File: config.mk
export PLATFORM = sky130hd
export DESIGN_NAME = ir_pulse_frame_decoder_core
export DESIGN_NICKNAME = d
export VERILOG_FILES = /design/src/hdl/irpfd_pkg.sv /design/src/hdl/ir_pulse_frame_decoder_core.sv
export SDC_FILE = /design/constraint.sdc
export NUM_CORES = 1
export LEC_CHECK = 0
export ABC_AREA = 1
export BUFFER_PORTS_ARGS = -buffer_cell sky130_fd_sc_hd__buf_4
export CAP_MARGIN = 10
export CORE_UTILIZATION = 60
export CTS_CLUSTER_SIZE = 8
export DETAILED_ROUTE_END_ITERATION = 6
export PLACE_DENSITY_LB_ADDON = 0.3
export SLEW_MARGIN = 20
export SYNTH_ARGS = -nofsm -noshare
export SYNTH_HDL_FRONTEND = slang
export SYNTH_SLANG_ARGS = --single-unit
File: constraint.sdc
create_clock -name clk -period 5.4 [get_ports clk]
set_input_delay 1.08 -clock clk [delete_from_list [all_inputs] [get_ports clk]]
set_output_delay 1.08 -clock clk [all_outputs]
set_load 0.01 [all_outputs]
File: src/hdl/irpfd_pkg.sv
// package for the ir pulse frame decoder
// word types, register indexes, status codes, reset values and the duration check
// no dependencies
package irpfd_pkg;

    localparam int CODE_BITS_DEFAULT = 32;
    localparam int TIME_W            = 15;
    localparam int CODE_W            = 32;
    localparam int STATUS_W          = 3;
    localparam int CFG_INDEX_W       = 3;

    // register indexes
    localparam logic [CFG_INDEX_W-1:0] REG_HEADER_MARK  = 3'd0;
    localparam logic [CFG_INDEX_W-1:0] REG_HEADER_SPACE = 3'd1;
    localparam logic [CFG_INDEX_W-1:0] REG_BIT_MARK     = 3'd2;
    localparam logic [CFG_INDEX_W-1:0] REG_ONE_SPACE    = 3'd3;
    localparam logic [CFG_INDEX_W-1:0] REG_ZERO_SPACE   = 3'd4;
    localparam logic [CFG_INDEX_W-1:0] REG_END_MARK     = 3'd5;
    localparam logic [CFG_INDEX_W-1:0] REG_TOLERANCE    = 3'd6;
    localparam logic [CFG_INDEX_W-1:0] REG_ACTIVE_LEVEL = 3'd7;

    // status codes
    localparam logic [STATUS_W-1:0] STATUS_OK         = 3'd0;
    localparam logic [STATUS_W-1:0] STATUS_SHORT      = 3'd1;
    localparam logic [STATUS_W-1:0] STATUS_HEADER_BAD = 3'd2;
    localparam logic [STATUS_W-1:0] STATUS_BIT_BAD    = 3'd3;
    localparam logic [STATUS_W-1:0] STATUS_END_BAD    = 3'd4;

    // register reset values
    localparam logic [TIME_W-1:0] HEADER_MARK_RESET  = 15'd4500;
    localparam logic [TIME_W-1:0] HEADER_SPACE_RESET = 15'd4500;
    localparam logic [TIME_W-1:0] BIT_MARK_RESET     = 15'd560;
    localparam logic [TIME_W-1:0] ONE_SPACE_RESET    = 15'd1690;
    localparam logic [TIME_W-1:0] ZERO_SPACE_RESET   = 15'd560;
    localparam logic [TIME_W-1:0] END_MARK_RESET     = 15'd560;
    localparam logic [TIME_W-1:0] TOLERANCE_RESET    = 15'd60;
    localparam logic              ACTIVE_LEVEL_RESET = 1'b0;

    typedef struct packed {
        logic              mark_level;
        logic [TIME_W-1:0] mark_time;
        logic              space_level;
        logic [TIME_W-1:0] space_time;
        logic              frame_end;
    } in_word_t;

    typedef struct packed {
        logic [CODE_W-1:0]   code;
        logic [STATUS_W-1:0] status;
    } out_word_t;

    // duration strictly inside (target - tol, target + tol)
    function automatic logic near_target(
        input logic [TIME_W-1:0] d,
        input logic [TIME_W-1:0] target,
        input logic [TIME_W-1:0] tol
    );
        logic signed [TIME_W+1:0] v;
        logic signed [TIME_W+1:0] lo;
        logic signed [TIME_W+1:0] hi;
        v  = signed'({2'b00, d});
        lo = signed'({2'b00, target}) - signed'({2'b00, tol});
        hi = signed'({2'b00, target}) + signed'({2'b00, tol});
        return (v > lo) && (v < hi);
    endfunction

endpackage

File: src/hdl/ir_pulse_frame_decoder_core.sv
// ir pulse frame decoder: checks header, data and end symbols, emits code and status
// uses irpfd_pkg for word types, register indexes, status codes and the duration check
// a frame-end word is held in the input register and its result word is then written to the
// result register; this can be held back while the result register still holds an untaken result
// throughput: one symbol word per cycle; input register, one compare/shift stage, result
// register; the input side stalls only when a frame-end word meets a full result register
// reset: asynchronous, active low; registers return to defaults, frame state and valids clear
module ir_pulse_frame_decoder_core #(
    parameter int CODE_BITS = irpfd_pkg::CODE_BITS_DEFAULT
) (
    input  logic                                clk,
    input  logic                                rst_n,
    input  logic                                cfg_write,
    input  logic [irpfd_pkg::CFG_INDEX_W-1:0]   cfg_index,
    input  logic [irpfd_pkg::TIME_W-1:0]        cfg_data,
    input  logic                                in_valid,
    output logic                                in_ready,
    input  irpfd_pkg::in_word_t                 in_word,
    output logic                                out_valid,
    input  logic                                out_ready,
    output irpfd_pkg::out_word_t                out_word
);

    localparam int POS_W = $clog2(CODE_BITS + 3);
    localparam logic [POS_W-1:0] FRAME_LEN = POS_W'(CODE_BITS + 2);
    localparam logic [POS_W-1:0] LAST_BIT  = POS_W'(CODE_BITS);

    localparam int TW = irpfd_pkg::TIME_W;

    // configuration registers
    logic [TW-1:0] header_mark_reg;
    logic [TW-1:0] header_space_reg;
    logic [TW-1:0] bit_mark_reg;
    logic [TW-1:0] one_space_reg;
    logic [TW-1:0] zero_space_reg;
    logic [TW-1:0] end_mark_reg;
    logic [TW-1:0] tolerance_reg;
    logic          active_level_reg;

    always_ff @(posedge clk or negedge rst_n)
    begin
        if (!rst_n)
        begin
            header_mark_reg  <= irpfd_pkg::HEADER_MARK_RESET;
            header_space_reg <= irpfd_pkg::HEADER_SPACE_RESET;
            bit_mark_reg     <= irpfd_pkg::BIT_MARK_RESET;
            one_space_reg    <= irpfd_pkg::ONE_SPACE_RESET;
            zero_space_reg   <= irpfd_pkg::ZERO_SPACE_RESET;
            end_mark_reg     <= irpfd_pkg::END_MARK_RESET;
            tolerance_reg    <= irpfd_pkg::TOLERANCE_RESET;
            active_level_reg <= irpfd_pkg::ACTIVE_LEVEL_RESET;
        end
        else if (cfg_write)
        begin
            unique case (cfg_index)
                irpfd_pkg::REG_HEADER_MARK:  header_mark_reg  <= cfg_data;
                irpfd_pkg::REG_HEADER_SPACE: header_space_reg <= cfg_data;
                irpfd_pkg::REG_BIT_MARK:     bit_mark_reg     <= cfg_data;
                irpfd_pkg::REG_ONE_SPACE:    one_space_reg    <= cfg_data;
                irpfd_pkg::REG_ZERO_SPACE:   zero_space_reg   <= cfg_data;
                irpfd_pkg::REG_END_MARK:     end_mark_reg     <= cfg_data;
                irpfd_pkg::REG_TOLERANCE:    tolerance_reg    <= cfg_data;
                irpfd_pkg::REG_ACTIVE_LEVEL: active_level_reg <= cfg_data[0];
                default: ;
            endcase
        end
    end

    // input register and pipeline control
    logic                 in_valid_reg;
    irpfd_pkg::in_word_t  in_word_reg;
    logic                 out_valid_reg;
    irpfd_pkg::out_word_t out_word_reg;
    logic                 stall;
    logic                 advance;

    assign stall    = in_valid_reg && in_word_reg.frame_end && out_valid_reg && !out_ready;
    assign advance  = in_valid_reg && !stall;
    assign in_ready = !stall;

    always_ff @(posedge clk or negedge rst_n)
    begin
        if (!rst_n)
        begin
            in_valid_reg <= 1'b0;
        end
        else if (in_ready)
        begin
            in_valid_reg <= in_valid;
        end
    end

    always_ff @(posedge clk)
    begin
        if (in_valid && in_ready)
        begin
            in_word_reg <= in_word;
        end
    end

    // symbol checks
    logic levels_ok;
    logic tol_header_ok;
    logic bit_one_ok;
    logic bit_zero_ok;
    logic end_ok;

    assign levels_ok = (in_word_reg.mark_level == active_level_reg) &&
                       (in_word_reg.space_level != active_level_reg);

    assign tol_header_ok = levels_ok &&
        irpfd_pkg::near_target(in_word_reg.mark_time, header_mark_reg, tolerance_reg) &&
        irpfd_pkg::near_target(in_word_reg.space_time, header_space_reg, tolerance_reg);

    assign bit_one_ok = levels_ok &&
        irpfd_pkg::near_target(in_word_reg.mark_time, bit_mark_reg, tolerance_reg) &&
        irpfd_pkg::near_target(in_word_reg.space_time, one_space_reg, tolerance_reg);

    assign bit_zero_ok = levels_ok &&
        irpfd_pkg::near_target(in_word_reg.mark_time, bit_mark_reg, tolerance_reg) &&
        irpfd_pkg::near_target(in_word_reg.space_time, zero_space_reg, tolerance_reg);

    // end symbol space target is zero
    assign end_ok = levels_ok &&
        irpfd_pkg::near_target(in_word_reg.mark_time, end_mark_reg, tolerance_reg) &&
        irpfd_pkg::near_target(in_word_reg.space_time, '0, tolerance_reg);

    // frame state
    logic [POS_W-1:0]               pos_reg;
    logic [POS_W-1:0]               pos_next;
    logic [CODE_BITS-1:0]           code_shift_reg;
    logic [CODE_BITS-1:0]           code_shift_next;
    logic [irpfd_pkg::STATUS_W-1:0] first_error_reg;
    logic [irpfd_pkg::STATUS_W-1:0] first_error_next;
    logic [irpfd_pkg::STATUS_W-1:0] sym_error;
    logic [irpfd_pkg::STATUS_W-1:0] status;
    logic [POS_W-1:0]               pos_step;
    logic [CODE_BITS-1:0]           code_step;
    logic [irpfd_pkg::STATUS_W-1:0] error_step;

    always_comb
    begin
        pos_step   = pos_reg;
        code_step  = code_shift_reg;
        error_step = first_error_reg;
        sym_error  = irpfd_pkg::STATUS_OK;
        if (pos_reg < FRAME_LEN)
        begin
            if (pos_reg == '0)
            begin
                sym_error = tol_header_ok ? irpfd_pkg::STATUS_OK : irpfd_pkg::STATUS_HEADER_BAD;
            end
            else if (pos_reg <= LAST_BIT)
            begin
                code_step = {code_shift_reg[CODE_BITS-2:0], bit_one_ok};
                sym_error = (bit_one_ok || bit_zero_ok) ? irpfd_pkg::STATUS_OK
                                                        : irpfd_pkg::STATUS_BIT_BAD;
            end
            else
            begin
                sym_error = end_ok ? irpfd_pkg::STATUS_OK : irpfd_pkg::STATUS_END_BAD;
            end
            if (first_error_reg == irpfd_pkg::STATUS_OK)
            begin
                error_step = sym_error;
            end
            pos_step = pos_reg + POS_W'(1);
        end

        // short frame overrides any symbol error
        status = (pos_step < FRAME_LEN) ? irpfd_pkg::STATUS_SHORT : error_step;

        if (in_word_reg.frame_end)
        begin
            pos_next         = '0;
            code_shift_next  = '0;
            first_error_next = irpfd_pkg::STATUS_OK;
        end
        else
        begin
            pos_next         = pos_step;
            code_shift_next  = code_step;
            first_error_next = error_step;
        end
    end

    always_ff @(posedge clk or negedge rst_n)
    begin
        if (!rst_n)
        begin
            pos_reg         <= '0;
            code_shift_reg  <= '0;
            first_error_reg <= irpfd_pkg::STATUS_OK;
        end
        else if (advance)
        begin
            pos_reg         <= pos_next;
            code_shift_reg  <= code_shift_next;
            first_error_reg <= first_error_next;
        end
    end

    // result register
    always_ff @(posedge clk or negedge rst_n)
    begin
        if (!rst_n)
        begin
            out_valid_reg <= 1'b0;
        end
        else if (advance && in_word_reg.frame_end)
        begin
            out_valid_reg <= 1'b1;
        end
        else if (out_ready)
        begin
            out_valid_reg <= 1'b0;
        end
    end

    always_ff @(posedge clk)
    begin
        if (advance && in_word_reg.frame_end)
        begin
            out_word_reg.status <= status;
            out_word_reg.code   <= (status == irpfd_pkg::STATUS_OK)
                                   ? irpfd_pkg::CODE_W'(code_step) : '0;
        end
    end

    assign out_valid = out_valid_reg;
    assign out_word  = out_word_reg;

endmodule
# --- After elaboration in Yosys (flattened, before gate mapping) ---
# Index checks and enable logic that the tools add are counted.
totals:
  ff_bits: 217
  input_bits: 56
  output_inout_bits: 37
  elab_cells: 114
op_classes:
  n_addsub: 14
  order_cmp: 17
  n_eq_ne: 9
  muxes: 17
  n_reduce_logical: 37
op_table:
  columns: ["cell", "n"]
  rows:
  - ["32-bit two-way mux", 4]
  - ["16-bit greater-than comparator", 7]
  - ["15-bit by 15-bit adder with 16-bit output", 6]
  - ["15-bit by 16-bit less-than comparator with 1-bit output", 6]
  - ["15-bit by 15-bit subtractor with 16-bit output", 6]
  - ["1-bit logical AND", 21]
  - ["3-bit two-way mux", 7]
  - ["2-bit AND reduction", 8]
  - ["1-bit by 15-bit subtractor with 16-bit output (first input constant)", 1]
  - ["15-bit less-than comparator", 1]
  - ["3-bit == test (second input constant)", 4]
  - ["6-bit less-than comparator (second input constant)", 2]
  - ["6-bit two-way mux", 2]
  - ["3-bit zero test", 3]
  - ["6-bit by 1-bit adder with 6-bit output (second input constant)", 1]
  - ["3-bit by 2-bit == test with 1-bit output (second input constant)", 2]
  - ["6-bit less-or-equal comparator (second input constant)", 1]
  - ["6-bit zero test", 1]
  - ["2-bit two-way mux", 2]
  - ["3-bit by 1-bit == test with 1-bit output (second input constant)", 1]
  - ["1-bit zero test", 2]
  - ["1-bit two-way mux", 2]
  - ["2-bit nonzero test", 1]
  - ["1-bit == test", 1]
  - ["other kinds (2)", 2]

# --- Depth between registers and ports, before layout ---
# Gate-level depths: netlist of the first run.
depth:
  word_depth: 13
  ltp_mapped: 34

# --- Least setup slack after synthesis of the first run ---
# OpenSTA, ideal clock, no wires.
synth_path:
  kind: "reg2reg"
  startpoint: "register tolerance_reg[1]"
  endpoint: "register out_word_reg (netlist bit out_word[10]) (data pin)"
  setup_time_ns: 0.150
  arrival_time_ns: 4.251
  required_ns: 5.250
  slack_ns: 0.999
  path_stages_with_launch: 33
  n_path_buf: 1
  synth_period_minus_slack_ns: 4.401
  cell_sequence: "dfrtp_1 > inv_1 > fa_1 > nand3_1 > nand3_1 > nand2_1 > nand2_1 > nand2_1 > nand2_1 > nand2_1 > nand2_1 > a21oi_1 > o21ai_0 > nand2_1 > nand2_1 > a21oi_1 > xor2_1 > ha_1 > nand3_1 > nor3_1 > nand2_1 > nand3_1 > nand2_1 > nand2_1 > nand2_1 > nor2_2 > nand3_1 > nand2_1 > nor2_2 > nor2_2 > nand3_2 > buf_6 > nor3_2"
synth_between:
  elab_chain_cells: 13
synth_lines:
  columns: ["element", "line_no", "rtl"]
  rows:
  - ["start: declaration", "ir_pulse_frame_decoder_core.sv:37", "logic [TW-1:0] tolerance_reg;"]
  - ["start signal: assignment", "ir_pulse_frame_decoder_core.sv:50", "tolerance_reg <= irpfd_pkg::TOLERANCE_RESET;"]
  - ["start signal: assignment", "ir_pulse_frame_decoder_core.sv:62", "irpfd_pkg::REG_TOLERANCE: tolerance_reg <= cfg_data;"]
  - ["15-bit by 15-bit subtractor with 16-bit output or 15-bit by 15-bit adder with 16-bit output (tied branches)", "irpfd_pkg.sv:62, irpfd_pkg.sv:63", null]
  - ["16-bit greater-than comparator or 15-bit by 16-bit less-than comparator with 1-bit output (tied branches)", "irpfd_pkg.sv:64", "return (v > lo) && (v < hi);"]
  - ["1-bit logical AND", "irpfd_pkg.sv:64", null]
  - ["1-bit logical AND", "ir_pulse_frame_decoder_core.sv:115, ir_pulse_frame_decoder_core.sv:119", null]
  - ["1-bit logical AND, on equally long branches", "ir_pulse_frame_decoder_core.sv:116, ir_pulse_frame_decoder_core.sv:120", null]
  - ["1-bit logical OR", "ir_pulse_frame_decoder_core.sv:156", "sym_error = (bit_one_ok || bit_zero_ok) ? irpfd_pkg::STATUS_OK"]
  - ["2-bit two-way mux", "ir_pulse_frame_decoder_core.sv:156", null]
  - ["3-bit two-way mux", "ir_pulse_frame_decoder_core.sv:153", "else if (pos_reg <= LAST_BIT)"]
  - ["3-bit two-way mux (*)", "ir_pulse_frame_decoder_core.sv:149", "if (pos_reg == '0)"]
  - ["3-bit two-way mux (*)", "ir_pulse_frame_decoder_core.sv:163", "if (first_error_reg == irpfd_pkg::STATUS_OK)"]
  - ["3-bit two-way mux (*)", "ir_pulse_frame_decoder_core.sv:147", "if (pos_reg < FRAME_LEN)"]
  - ["3-bit two-way mux (*)", "ir_pulse_frame_decoder_core.sv:171", "status = (pos_step < FRAME_LEN) ? irpfd_pkg::STATUS_SHORT : error_step;"]
  - ["3-bit zero test (*)", "ir_pulse_frame_decoder_core.sv:225", "out_word_reg.code <= (status == irpfd_pkg::STATUS_OK)"]
  - ["end: declaration", "ir_pulse_frame_decoder_core.sv:73", "irpfd_pkg::out_word_t out_word_reg;"]
# Every way passes the cells marked *; elsewhere a longest branch is shown, timed or not.
# A chain may end at the register's enable or synchronous reset.

# --- Worst setup path after layout of the first run ---
layout_path:
  startpoint: "register tolerance_reg[0]"
  endpoint: "register out_word_reg (netlist bit out_word[34]) (data pin)"
# The elaborated chain is that of the path after synthesis.

==> run_summary.xml, run 1 <==
<?xml version="1.0" encoding="UTF-8"?>
<metrics>
  <group name="status">
    <metric name="outcome" unit="">complete, no violations</metric>
  </group>
  <group name="job">
    <metric name="max-cap-violations" unit="">0</metric>
  </group>
  <group name="detailed_routing">
    <metric name="routed-wl-met2" unit="um">29720</metric>
    <metric name="routed_via_count" unit="">18954</metric>
    <metric name="drt_via_density" unit="">5.789</metric>
    <metric name="wirelength_met1" unit="um">25270</metric>
    <metric name="post_drt_wl_per_cell" unit="um">18.89</metric>
    <metric name="drc_errors" unit="">0</metric>
    <metric name="first_iter_violations" unit="">1324</metric>
    <metric name="wl_met3" unit="um">3756</metric>
    <metric name="ant_nets_after_route" unit="">0</metric>
    <metric name="drtPass1Iterations" unit="">6</metric>
    <metric name="postRouteWirelength" unit="um">61840</metric>
    <metric name="top_layer_used" unit="">met4</metric>
  </group>
  <group name="grt">
    <metric name="globalRoute.totalOverflow" unit="">0</metric>
    <metric name="first_global_vias" unit="">18928</metric>
    <metric name="antenna_found_initial" unit="">0</metric>
    <metric name="grt_max_degree" unit="">71</metric>
    <metric name="track_usage" unit="%">34.35</metric>
    <metric name="grt_pass1_wl" unit="um">96040</metric>
  </group>
  <group name="min_path">
    <metric name="whs_path_depth" unit="">2</metric>
    <metric name="hold_path.startpoint" unit="">header_mark_reg[7]</metric>
    <metric name="hold_end" unit="">header_mark_reg[7]</metric>
    <metric name="hold_path.class" unit="">reg2reg</metric>
  </group>
  <group name="worst_setup_path">
    <metric name="register_to_register_path_depth" unit="">34</metric>
    <metric name="worst-path-max-fanout" unit="">32</metric>
    <metric name="timing.setup.critical_path_class" unit="">reg2reg</metric>
    <metric name="crit_path_start_kind" unit="">register</metric>
    <metric name="critPathMaxStageDelay" unit="ps">550</metric>
    <metric name="r2r_end" unit="">out_word[34]</metric>
    <metric name="r2r-start" unit="">tolerance_reg[0]</metric>
    <metric name="worstPathArrival" unit="ps">5330</metric>
    <metric name="cpMaxStageDelayCell" unit="">sky130_fd_sc_hd__dfrtp_1</metric>
    <metric name="crit_required" unit="ps">5780</metric>
    <metric name="critical-path-top-cell-by-count" unit="">sky130_fd_sc_hd__nand2_1</metric>
    <metric name="setup.worst_path.end_class" unit="">register</metric>
    <metric name="reg2reg_setup_slack" unit="ps">450</metric>
  </group>
  <group name="layout">
    <metric name="num-nets-final" unit="">3248</metric>
    <metric name="number_of_antenna_diodes" unit="">0</metric>
    <metric name="largest_register_ffs" unit="">35</metric>
    <metric name="area_growth" unit="%">10.31</metric>
    <metric name="final-instance-count-excl-fill" unit="">3274</metric>
    <metric name="final_layout_size_suffix_gt1_share" unit="%">9.294</metric>
  </group>
  <group name="logic_synthesis">
    <metric name="synth_area_leader_cell" unit="">sky130_fd_sc_hd__ha_1</metric>
    <metric name="ys_top_cells_by_area" unit="">sky130_fd_sc_hd__ha_1, sky130_fd_sc_hd__dfrtp_1, sky130_fd_sc_hd__nand2_1, sky130_fd_sc_hd__edfxtp_1, sky130_fd_sc_hd__xor2_1</metric>
    <metric name="ys_ff_latch" unit="">217</metric>
    <metric name="synth_seq_area_share" unit="%">27.36</metric>
    <metric name="post_synth_inst_count" unit="">2718</metric>
    <metric name="synth.avg_cell_area" unit="um^2">7.808</metric>
    <metric name="netlist_area_before_placement" unit="um^2">21220</metric>
    <metric name="netlist-cell-type-count" unit="">49</metric>
    <metric name="yosysTopAreaCellShare" unit="%">22.76</metric>
    <metric name="synth.net_count" unit="">3172</metric>
    <metric name="synthesis.yosys.warnings" unit="">0</metric>
  </group>
  <group name="placed_design">
    <metric name="final_weighted_congestion_in_routability_driven_placement" unit="">0.9665</metric>
    <metric name="pre_cts_ws" unit="ps">410.3</metric>
    <metric name="port_buffers" unit="">92</metric>
    <metric name="placed_cells" unit="">3205</metric>
    <metric name="dp_hpwl" unit="um">48280</metric>
  </group>
  <group name="floorplanning">
    <metric name="dieWidth" unit="um">190.1</metric>
    <metric name="placeableCoreArea" unit="um^2">34710</metric>
    <metric name="count_of_boundary_i_o_pins" unit="">93</metric>
    <metric name="placement_rows" unit="">68</metric>
    <metric name="starting_density_of_the_core" unit="%">61.14</metric>
    <metric name="design.die.area" unit="um^2">36130</metric>
    <metric name="floorplan_die_height" unit="um">190.1</metric>
  </group>
  <group name="power">
    <metric name="irDropWorstVdd" unit="mV">0.3176</metric>
    <metric name="static_power_due_to_leakage" unit="nW">11.99</metric>
    <metric name="report.power.total" unit="mW">10.97</metric>
    <metric name="power.density_cell_area" unit="nW/um^2">468.4</metric>
  </group>
  <group name="cts">
    <metric name="numClockSinks" unit="">217</metric>
    <metric name="number_of_buffers_inserted_by_hold_repair_at_cts" unit="">0</metric>
    <metric name="cts_buffers" unit="">34</metric>
    <metric name="htreeDepth" unit="">2</metric>
    <metric name="cts.root.buffer_cell" unit="">sky130_fd_sc_hd__clkbuf_16</metric>
    <metric name="cts_buffer_depth" unit="">3</metric>
    <metric name="insertion_delay" unit="ps">560</metric>
    <metric name="tritoncts" unit="">built</metric>
    <metric name="path_clk_slew" unit="ps">50</metric>
  </group>
  <group name="timing">
    <metric name="timing.final.ws_setup" unit="ps">451.0</metric>
    <metric name="rsz0062_at_grt" unit="">no</metric>
    <metric name="hold_ws" unit="ps">504.1</metric>
    <metric name="period_share" unit="%">91.65</metric>
    <metric name="final_hold_viols" unit="">0</metric>
    <metric name="fin_skew" unit="ps">25.41</metric>
    <metric name="setup-tns-final" unit="ps">0</metric>
    <metric name="final_period_minus_worst_setup_slack" unit="ps">4949</metric>
    <metric name="slew_violations" unit="">0</metric>
    <metric name="max-slew-margin-rel" unit="%">28.03</metric>
    <metric name="max_freq" unit="MHz">202.1</metric>
    <metric name="worst_pin_slew" unit="ps">1077</metric>
    <metric name="setup_failing_eps_final" unit="">0</metric>
  </group>
</metrics>
[synthesized netlist by cell type (all sizes together)]
| cell | instances |
|---|---|
| and3 | 4 |
| clkbuf | 60 |
| xnor2 | 8 |
| nand2 | 556 |
| nand4 | 21 |
| dfrtp | 120 |
| a21o | 14 |
| fa | 12 |
| xor2 | 157 |
| a21boi | 4 |
| a211oi | 4 |
| nor3b | 2 |
| o21bai | 22 |
| o211ai | 4 |
| o2111ai | 2 |
| nor3 | 61 |
| a31oi | 22 |
| and2 | 3 |
| edfxtp | 68 |
| o31ai | 8 |
| nand3 | 107 |
| buf | 23 |
| o21ai | 214 |
| dfstp | 29 |
| a21oi | 231 |
| o22ai | 36 |
| nor2 | 171 |
| clkinv | 1 |
| nor4 | 5 |
| nor4b | 1 |
| o21a | 13 |
| ha | 386 |
| inv | 338 |
| o221ai | 1 |
| or2 | 2 |
| a221oi | 7 |
| a31o | 1 |
[per-stage QoR]
step	util, %	cell area (um^2)
2_1_floorplan	-	21220
3_3_place_gp	64.27	22310
3_5_place_dp	64.27	22310
4_1_cts	67.12	23300
5_1_grt	67.44	23410
6_report	67.44	23410
[logic make-up (layout without fill, tap and decap cells)]
| group | Yosys count | in the layout | synth area share (%) |
|---|---|---|---|
| AO/OA/AOI/OAI | 583 | 583 | 15.15 |
| buffers and inverters | 422 | 523 | 7.859 |
| XOR/XNOR | 165 | 165 | 6.809 |
| adder cells (fa/ha/maj) | 398 | 398 | 23.89 |
| AND/OR/NAND/NOR | 933 | 933 | 18.93 |
| flip-flops | 217 | 217 | 27.36 |
[placed cells by master (no fill, tap or decap), drive strengths merged, types with 12 or more instances in the layout]
| cell | synthesis | routed |
|---|---|---|
| nand2 | 556 | 556 |
| ha | 386 | 386 |
| inv | 338 | 338 |
| a21oi | 231 | 231 |
| o21ai | 214 | 214 |
| nor2 | 171 | 171 |
| xor2 | 157 | 157 |
| buf | 23 | 123 |
| dfrtp | 120 | 120 |
| nand3 | 107 | 107 |
| edfxtp | 68 | 68 |
| nor3 | 61 | 61 |
| clkbuf | 60 | 54 |
| o22ai | 36 | 36 |
| dfstp | 29 | 29 |
| o21bai | 22 | 22 |
| a31oi | 22 | 22 |
| nand4 | 21 | 21 |
| a21o | 14 | 14 |
| o21a | 13 | 13 |
| fa | 12 | 12 |
[worst max-delay path: cells and delay by family, from the launching register on]
kind / cells / cell delay, ps
compound gates: 3 / 430
xor+xnor: 1 / 90
fa+ha+maj: 3 / 850
buf+inv: 3 / 490
flops: 1 / 550
simple gates: 24 / 2330
[layout make-up]
type / count / area [um^2]
multi-input combinational: 2079 / 13790
fill: 2952 / 11300
sequential: 217 / 5807
inverter: 339 / 1284
timing repair buffer: 123 / 972.2
clock buffer: 54 / 935.9
tap: 455 / 569.3
clock inverter: 7 / 53.80
[layer usage]
| metal | vias to the layer above | GRT usage, % |
|---|---|---|
| li1 | 9277 | - |
| met1 | 8927 | 41.74 |
| met2 | 601 | 59.21 |
| met3 | 149 | 4.649 |
| met4 | 0 | 17.65 |
| met5 | - | 0 |
[how the worst max path moves through the flow]
stage | from | endpoint | slack (ps)
after global placement | tolerance_reg[2] | out_word[34] | 620
final | tolerance_reg[0] | out_word[34] | 450
after floorplan | tolerance_reg[1] | out_word[10] | 1000
after CTS | tolerance_reg[4] | out_word[13] | 370
after global routing | tolerance_reg[0] | out_word[34] | 2
after detailed placement | tolerance_reg[4] | out_word[13] | 410
[timing repair]
item	4_1_cts	5_1_grt
buffers inserted	0	7
setup endpoints to repair	0	32
resized for setup	0	6
[power by group]
group	total (mW)	internal, mW	switching, mW
Sequential	2.30	2.01	0.285
Combinational	6.64	2.44	4.20
Clock	2.02	1.19	0.832
Total	11.0	5.65	5.32
Note: power is estimated with default switching activity, not from simulation.
==> run 2, diff against run 1 <==
Clock period 5.4 ns to 5.1 ns, I/O delays scaled along.
==> run 2 against run 1 <==
  * Core utilization rose by 0.18 points
  * Combinational power rose by 8.3%
  * Hold slack improved by 5.5 ps
  * Worst setup slack got worse by 140 ps
  * Clock skew fell by 0.86 ps
  * Global-route usage rose by 1.3 points
  * Total power rose by 5.6%
  * Design area rose by 0.27%
  * Sequential cell count did not move
  * Sequential share of layout area fell by 0.062 points
==> run_summary.xml, run 2 (synthesized netlist as in run 1, its figures left out) <==
<?xml version="1.0" encoding="UTF-8"?>
<metrics>
  <group name="status">
    <metric name="outcome" unit="">complete, no violations</metric>
  </group>
  <group name="grt">
    <metric name="grt_max_degree" unit="">98</metric>
    <metric name="antenna_found_initial" unit="">0</metric>
    <metric name="globalRoute.totalOverflow" unit="">0</metric>
    <metric name="first_global_vias" unit="">19157</metric>
    <metric name="track_usage" unit="%">35.69</metric>
    <metric name="grt_pass1_wl" unit="um">99840</metric>
  </group>
  <group name="placed_design">
    <metric name="pre_cts_ws" unit="ps">187.5</metric>
    <metric name="final_weighted_congestion_in_routability_driven_placement" unit="">0.9265</metric>
    <metric name="port_buffers" unit="">92</metric>
    <metric name="placed_cell_area" unit="um^2">22450</metric>
    <metric name="dp_hpwl" unit="um">49260</metric>
  </group>
  <group name="layout">
    <metric name="final_layout_size_suffix_gt1_share" unit="%">9.679</metric>
    <metric name="number_of_antenna_diodes" unit="">0</metric>
    <metric name="area_growth" unit="%">10.61</metric>
    <metric name="layout_commonest_cell" unit="">sky130_fd_sc_hd__nand2_1</metric>
    <metric name="postLayoutCoreUtil" unit="%">67.62</metric>
    <metric name="num-nets-final" unit="">3260</metric>
    <metric name="largest_register_ffs" unit="">35</metric>
    <metric name="final_cell_area" unit="um^2">23470</metric>
    <metric name="most-common-layout-cells" unit="">sky130_fd_sc_hd__nand2_1, sky130_fd_sc_hd__ha_1, sky130_fd_sc_hd__inv_1</metric>
  </group>
  <group name="worst_setup_path">
    <metric name="critical-path-top-cell-by-count" unit="">sky130_fd_sc_hd__nand2_1</metric>
    <metric name="setup.worst_path.end_class" unit="">register</metric>
    <metric name="reg2reg_setup_slack" unit="ps">310</metric>
    <metric name="cpMaxStageDelayCell" unit="">sky130_fd_sc_hd__dfstp_2</metric>
    <metric name="register_to_register_path_depth" unit="">30</metric>
    <metric name="r2r_end" unit="">out_word[34]</metric>
    <metric name="crit_required" unit="ps">5400</metric>
    <metric name="critPathMaxStageDelay" unit="ps">580</metric>
    <metric name="timing.setup.critical_path_class" unit="">reg2reg</metric>
    <metric name="worst-path-max-fanout" unit="">17</metric>
    <metric name="r2r-start" unit="">tolerance_reg[4]</metric>
    <metric name="worstPathArrival" unit="ps">5080</metric>
    <metric name="crit_path_start_kind" unit="">register</metric>
  </group>
  <group name="cts">
    <metric name="number_of_buffers_inserted_by_hold_repair_at_cts" unit="">0</metric>
    <metric name="tritoncts" unit="">built</metric>
    <metric name="cts_buffer_depth" unit="">3</metric>
    <metric name="htreeDepth" unit="">1</metric>
    <metric name="numClockSinks" unit="">217</metric>
    <metric name="cts_buffers" unit="">31</metric>
    <metric name="path_clk_slew" unit="ps">60</metric>
    <metric name="cts.root.buffer_cell" unit="">sky130_fd_sc_hd__clkbuf_16</metric>
    <metric name="insertion_delay" unit="ps">590</metric>
  </group>
  <group name="timing">
    <metric name="final_period_minus_worst_setup_slack" unit="ps">4786</metric>
    <metric name="max_freq" unit="MHz">208.9</metric>
    <metric name="timing.final.ws_setup" unit="ps">314.0</metric>
    <metric name="setup-tns-final" unit="ps">0</metric>
    <metric name="rsz0062_at_grt" unit="">no</metric>
    <metric name="final_hold_viols" unit="">0</metric>
    <metric name="slew_violations" unit="">0</metric>
    <metric name="max-slew-margin-rel" unit="%">28.62</metric>
    <metric name="setup_failing_eps_final" unit="">0</metric>
    <metric name="fin_skew" unit="ps">24.55</metric>
    <metric name="worst_pin_slew" unit="ps">1068</metric>
    <metric name="period_share" unit="%">93.84</metric>
  </group>
  <group name="min_path">
    <metric name="hold_path.class" unit="">reg2reg</metric>
    <metric name="hold_end" unit="">header_mark_reg[4]</metric>
    <metric name="hold_path.startpoint" unit="">header_mark_reg[4]</metric>
    <metric name="whs_path_depth" unit="">2</metric>
  </group>
  <group name="detailed_routing">
    <metric name="ant_nets_after_route" unit="">0</metric>
    <metric name="post_drt_wl_per_cell" unit="um">19.37</metric>
    <metric name="drc_errors" unit="">0</metric>
    <metric name="drt_via_density" unit="">5.798</metric>
    <metric name="routed_via_count" unit="">19053</metric>
    <metric name="first_iter_violations" unit="">1093</metric>
    <metric name="postRouteWirelength" unit="um">63670</metric>
    <metric name="drtPass1Iterations" unit="">5</metric>
  </group>
  <group name="floorplanning">
    <metric name="starting_density_of_the_core" unit="%">61.14</metric>
    <metric name="dieWidth" unit="um">190.1</metric>
    <metric name="floorplan_die_height" unit="um">190.1</metric>
    <metric name="placement_rows" unit="">68</metric>
    <metric name="placeableCoreArea" unit="um^2">34710</metric>
    <metric name="count_of_boundary_i_o_pins" unit="">93</metric>
    <metric name="design.die.area" unit="um^2">36130</metric>
  </group>
  <group name="power">
    <metric name="power.density_cell_area" unit="nW/um^2">493.2</metric>
    <metric name="irDropWorstVdd" unit="mV">0.3949</metric>
    <metric name="static_power_due_to_leakage" unit="nW">12.03</metric>
  </group>
  <group name="job">
    <metric name="max-cap-violations" unit="">0</metric>
  </group>
</metrics>
-- run 2: metrics by stage --
step                hold WS [ps]  power (mW)  std cells
floorplan                  464.1       7.536       2718
global placement           491.8       9.216       3220
detailed placement         499.5       9.467       3220
CTS                        509.6       11.49       3278
global route               519.1       12.63       3286
finish                     509.6       11.58       3286
-- run 2: worst max path at each step --
stage,from,endpoint,slack [ps],depth (start not counted)
2_1_floorplan,tolerance_reg[1],out_word[4],700,32
3_3_place_gp,tolerance_reg[5],out_word[34],260,28
3_5_place_dp,tolerance_reg[5],out_word[34],190,28
4_1_cts,tolerance_reg[0],out_word[34],120,33
5_1_grt,tolerance_reg[4],out_word[34],6,27
6_report,tolerance_reg[4],out_word[34],310,30
-- run 2: routing by layer --
layer  GRT usage (%)  routed length (um)
met5               0                   0
met4           15.66                3057
met3           4.114                3663
met2           61.85               30470
met1           44.56               26470
-- run 2: where the power goes --
| group | leakage, nW | internal (mW) | total [mW] | switching (mW) |
|---|---|---|---|---|
| logic | 9.11 | 2.65 | 7.19 | 4.54 |
| registers | 2.50 | 2.13 | 2.43 | 0.293 |
| clock network | 0.426 | 1.14 | 1.96 | 0.816 |
-- run 2: worst max-delay path: cells and delay by family (launching register included) --
family	cells	cell delay, ps
flip-flops	1	580
buffers and inverters	4	580
adder cells (fa/ha/maj)	2	750
AND/OR/NAND/NOR	20	2040
XOR/XNOR	1	150
AO/OA/AOI/OAI	3	350
-- run 2: cell type report --
type	instances	area, um^2
Clock buffer	56	879.6
Clock inverter	2	13.76
Fill cell	2958	11240
Inverter	339	1272
Multi-Input combinational cell	2079	13820
Sequential cell	217	5808
Tap cell	455	569.3
Timing Repair Buffer	138	1110
-- run 2: timing repair --
item | in CTS | in global routing
setup buffers | 0 | 7
resized for setup | 0 | 12
endpoints found under the setup margin | 0 | 34
==> run 3, diff against run 2 <==
Settings changed: PLACE_DENSITY from default to 0.78, PLACE_DENSITY_LB_ADDON 0.3 to default.
==> run 3 against run 2 <==
  * Wire length is 4.0% lower
  * Maximum frequency is 3.0% lower
  * Register-to-register slack worse by 150 ps
  * Core utilization is 0.21 points higher
  * Die area stayed put
  * First-iteration DRC count is 40% higher
  * Clock skew is 9.7 ps lower
  * Design area is 0.30% higher
  * Sequential cell count stayed put
  * Critical path type unchanged
  * Critical endpoint is now out_word[17]
==> run_summary.xml, run 3 (synthesized netlist as in run 1, its figures left out) <==
<?xml version="1.0" encoding="UTF-8"?>
<metrics>
  <group name="cts">
    <metric name="insertion_delay" unit="ps">580</metric>
    <metric name="cts_buffer_depth" unit="">3</metric>
    <metric name="cts.root.buffer_cell" unit="">sky130_fd_sc_hd__clkbuf_16</metric>
    <metric name="path_clk_slew" unit="ps">60</metric>
    <metric name="htreeDepth" unit="">1</metric>
    <metric name="tritoncts" unit="">built</metric>
    <metric name="numClockSinks" unit="">217</metric>
    <metric name="cts_buffers" unit="">31</metric>
  </group>
  <group name="layout">
    <metric name="num-nets-final" unit="">3262</metric>
    <metric name="final_layout_size_suffix_gt1_share" unit="%">10.13</metric>
    <metric name="final-instance-count-excl-fill" unit="">3289</metric>
    <metric name="layout_commonest_cell" unit="">sky130_fd_sc_hd__nand2_1</metric>
    <metric name="most-common-layout-cells" unit="">sky130_fd_sc_hd__nand2_1, sky130_fd_sc_hd__ha_1, sky130_fd_sc_hd__inv_1</metric>
    <metric name="largest_register_ffs" unit="">35</metric>
    <metric name="area_growth" unit="%">10.94</metric>
  </group>
  <group name="detailed_routing">
    <metric name="post_drt_wl_per_cell" unit="um">18.58</metric>
    <metric name="first_iter_violations" unit="">1529</metric>
    <metric name="drc_errors" unit="">0</metric>
    <metric name="drtPass1Iterations" unit="">5</metric>
    <metric name="drt_via_density" unit="">5.830</metric>
    <metric name="ant_nets_after_route" unit="">0</metric>
    <metric name="postRouteWirelength" unit="um">61100</metric>
    <metric name="routed_via_count" unit="">19176</metric>
  </group>
  <group name="job">
    <metric name="max-cap-violations" unit="">0</metric>
  </group>
  <group name="power">
    <metric name="netSwitchingFraction" unit="%">48.38</metric>
    <metric name="report.power.total" unit="mW">11.54</metric>
    <metric name="part_of_the_power_in_combinational_logic" unit="%">61.8</metric>
    <metric name="power.density_cell_area" unit="nW/um^2">490.2</metric>
    <metric name="seq_power_share" unit="%">21.1</metric>
    <metric name="internal_power" unit="mW">5.958</metric>
    <metric name="irDropWorstVdd" unit="mV">0.3633</metric>
    <metric name="p_switching" unit="mW">5.583</metric>
    <metric name="static_power_due_to_leakage" unit="nW">12.03</metric>
    <metric name="pwr-share-clk" unit="%">17.1</metric>
  </group>
  <group name="grt">
    <metric name="grt_max_degree" unit="">92</metric>
    <metric name="grt_pass1_wl" unit="um">96140</metric>
    <metric name="antenna_found_initial" unit="">0</metric>
    <metric name="first_global_vias" unit="">18939</metric>
    <metric name="globalRoute.totalOverflow" unit="">0</metric>
    <metric name="track_usage" unit="%">33.82</metric>
  </group>
  <group name="worst_setup_path">
    <metric name="crit_path_start_kind" unit="">register</metric>
    <metric name="setup.worst_path.end_class" unit="">register</metric>
    <metric name="critPathMaxStageDelay" unit="ps">560</metric>
    <metric name="critical_path.n_buffers_inverters" unit="">4</metric>
    <metric name="crit_required" unit="ps">5410</metric>
    <metric name="cpMaxStageDelayCell" unit="">sky130_fd_sc_hd__dfstp_2</metric>
    <metric name="worst-path-max-fanout" unit="">16</metric>
    <metric name="worstPathArrival" unit="ps">5250</metric>
    <metric name="timing.setup.critical_path_class" unit="">reg2reg</metric>
    <metric name="critical-path-top-cell-by-count" unit="">sky130_fd_sc_hd__nand2_1</metric>
    <metric name="worst_path_dominant_cell_family" unit="">simple AND/OR/NAND/NOR gates</metric>
  </group>
  <group name="timing">
    <metric name="rsz0062_at_grt" unit="">no</metric>
    <metric name="max_freq" unit="MHz">202.7</metric>
    <metric name="max-slew-margin-rel" unit="%">29.87</metric>
    <metric name="slew_violations" unit="">0</metric>
    <metric name="setup_failing_eps_final" unit="">0</metric>
    <metric name="fin_skew" unit="ps">14.89</metric>
    <metric name="worst_pin_slew" unit="ps">1049</metric>
    <metric name="setup-tns-final" unit="ps">0</metric>
    <metric name="final_hold_viols" unit="">0</metric>
    <metric name="period_share" unit="%">96.74</metric>
    <metric name="final_period_minus_worst_setup_slack" unit="ps">4934</metric>
  </group>
  <group name="floorplanning">
    <metric name="count_of_boundary_i_o_pins" unit="">93</metric>
    <metric name="design.die.area" unit="um^2">36130</metric>
    <metric name="placeableCoreArea" unit="um^2">34710</metric>
    <metric name="dieWidth" unit="um">190.1</metric>
    <metric name="placement_rows" unit="">68</metric>
    <metric name="floorplan_die_height" unit="um">190.1</metric>
    <metric name="starting_density_of_the_core" unit="%">61.14</metric>
  </group>
  <group name="placed_design">
    <metric name="placed_cells" unit="">3208</metric>
    <metric name="final_weighted_congestion_in_routability_driven_placement" unit="">1.058</metric>
    <metric name="dp_hpwl" unit="um">46740</metric>
    <metric name="port_buffers" unit="">92</metric>
  </group>
  <group name="status">
    <metric name="outcome" unit="">complete, no violations</metric>
  </group>
  <group name="min_path">
    <metric name="hold_path.class" unit="">in2async</metric>
  </group>
</metrics>
-- run 3: changes by cell type in the layout (fill, tap and decap cells not counted), moves of 2 or more --
cell,previous run,this run
sky130_fd_sc_hd__clkinvlp_4,0,4
sky130_fd_sc_hd__ha_1,381,377
sky130_fd_sc_hd__inv_1,332,328
sky130_fd_sc_hd__ha_4,0,3
sky130_fd_sc_hd__buf_12,4,2
sky130_fd_sc_hd__buf_4,132,134
sky130_fd_sc_hd__clkbuf_16,31,33
sky130_fd_sc_hd__nor2_2,6,8
sky130_fd_sc_hd__o21ai_0,205,203
-- run 3: per-layer routing --
metal	up-vias	wire length (um)	GRT usage (%)
li1	9282	-	-
met1	9171	25740	42.57
met2	605	29840	59.80
met3	118	3502	3.818
met4	0	2022	11.45
met5	-	0	0
-- run 3: metrics by stage --
stage / hold slack (ps) / area [um^2] / setup slack, ps / util, %
2_1_floorplan: 464.1 / 21220 / 699.3 / -
5_1_grt: 521.9 / 23540 / 0.2975 / 67.82
3_5_place_dp: 505.3 / 22330 / 121.8 / 64.34
6_report: 504.0 / 23550 / 166.3 / 67.83
4_1_cts: 510.7 / 23240 / 127.6 / 66.94
3_3_place_gp: 490.8 / 22330 / 233.6 / 64.34
-- run 3: repair_timing --
item	in CTS	in global routing
setup endpoints to repair	0	34
resized for setup	0	28
hold buffers	0	0
buffers inserted	0	20
-- run 3: worst paths after layout --
path | startpoint | to | slack (ps) | depth (start not counted)
hold / removal | rst_n | code_shift_reg[26] | 500 | 1
min in group clk | one_space_reg[7] | one_space_reg[7] | 510 | 2
setup reg to reg | tolerance_reg[5] | out_word[17] | 170 | 28
max in group asynchronous | rst_n | header_space_reg[12] | 3550 | 2
setup / recovery | tolerance_reg[5] | out_word[17] | 170 | 28
hold reg to reg | one_space_reg[7] | one_space_reg[7] | 510 | 2
-- run 3: layout make-up --
cell class / instances / area, um^2
antenna: 1 / 2.502
clock buffer: 57 / 893.4
clock inverter: 1 / 8.758
fill: 2874 / 11170
inverter: 339 / 1287
multi-input combinational: 2079 / 13860
sequential: 217 / 5808
tap: 455 / 569.3
timing repair buffer: 140 / 1119
-- run 3: power groups by stage --
stage | clock network (mW) | registers [mW] | logic (mW)
after detailed placement | 0 | 2.46 | 6.82
after CTS | 2.00 | 2.44 | 6.88
final | 1.97 | 2.44 | 7.13
after global placement | 0 | 2.45 | 6.62
after floorplan | 0 | 2.39 | 5.15
after global routing | 2.07 | 2.48 | 8.03
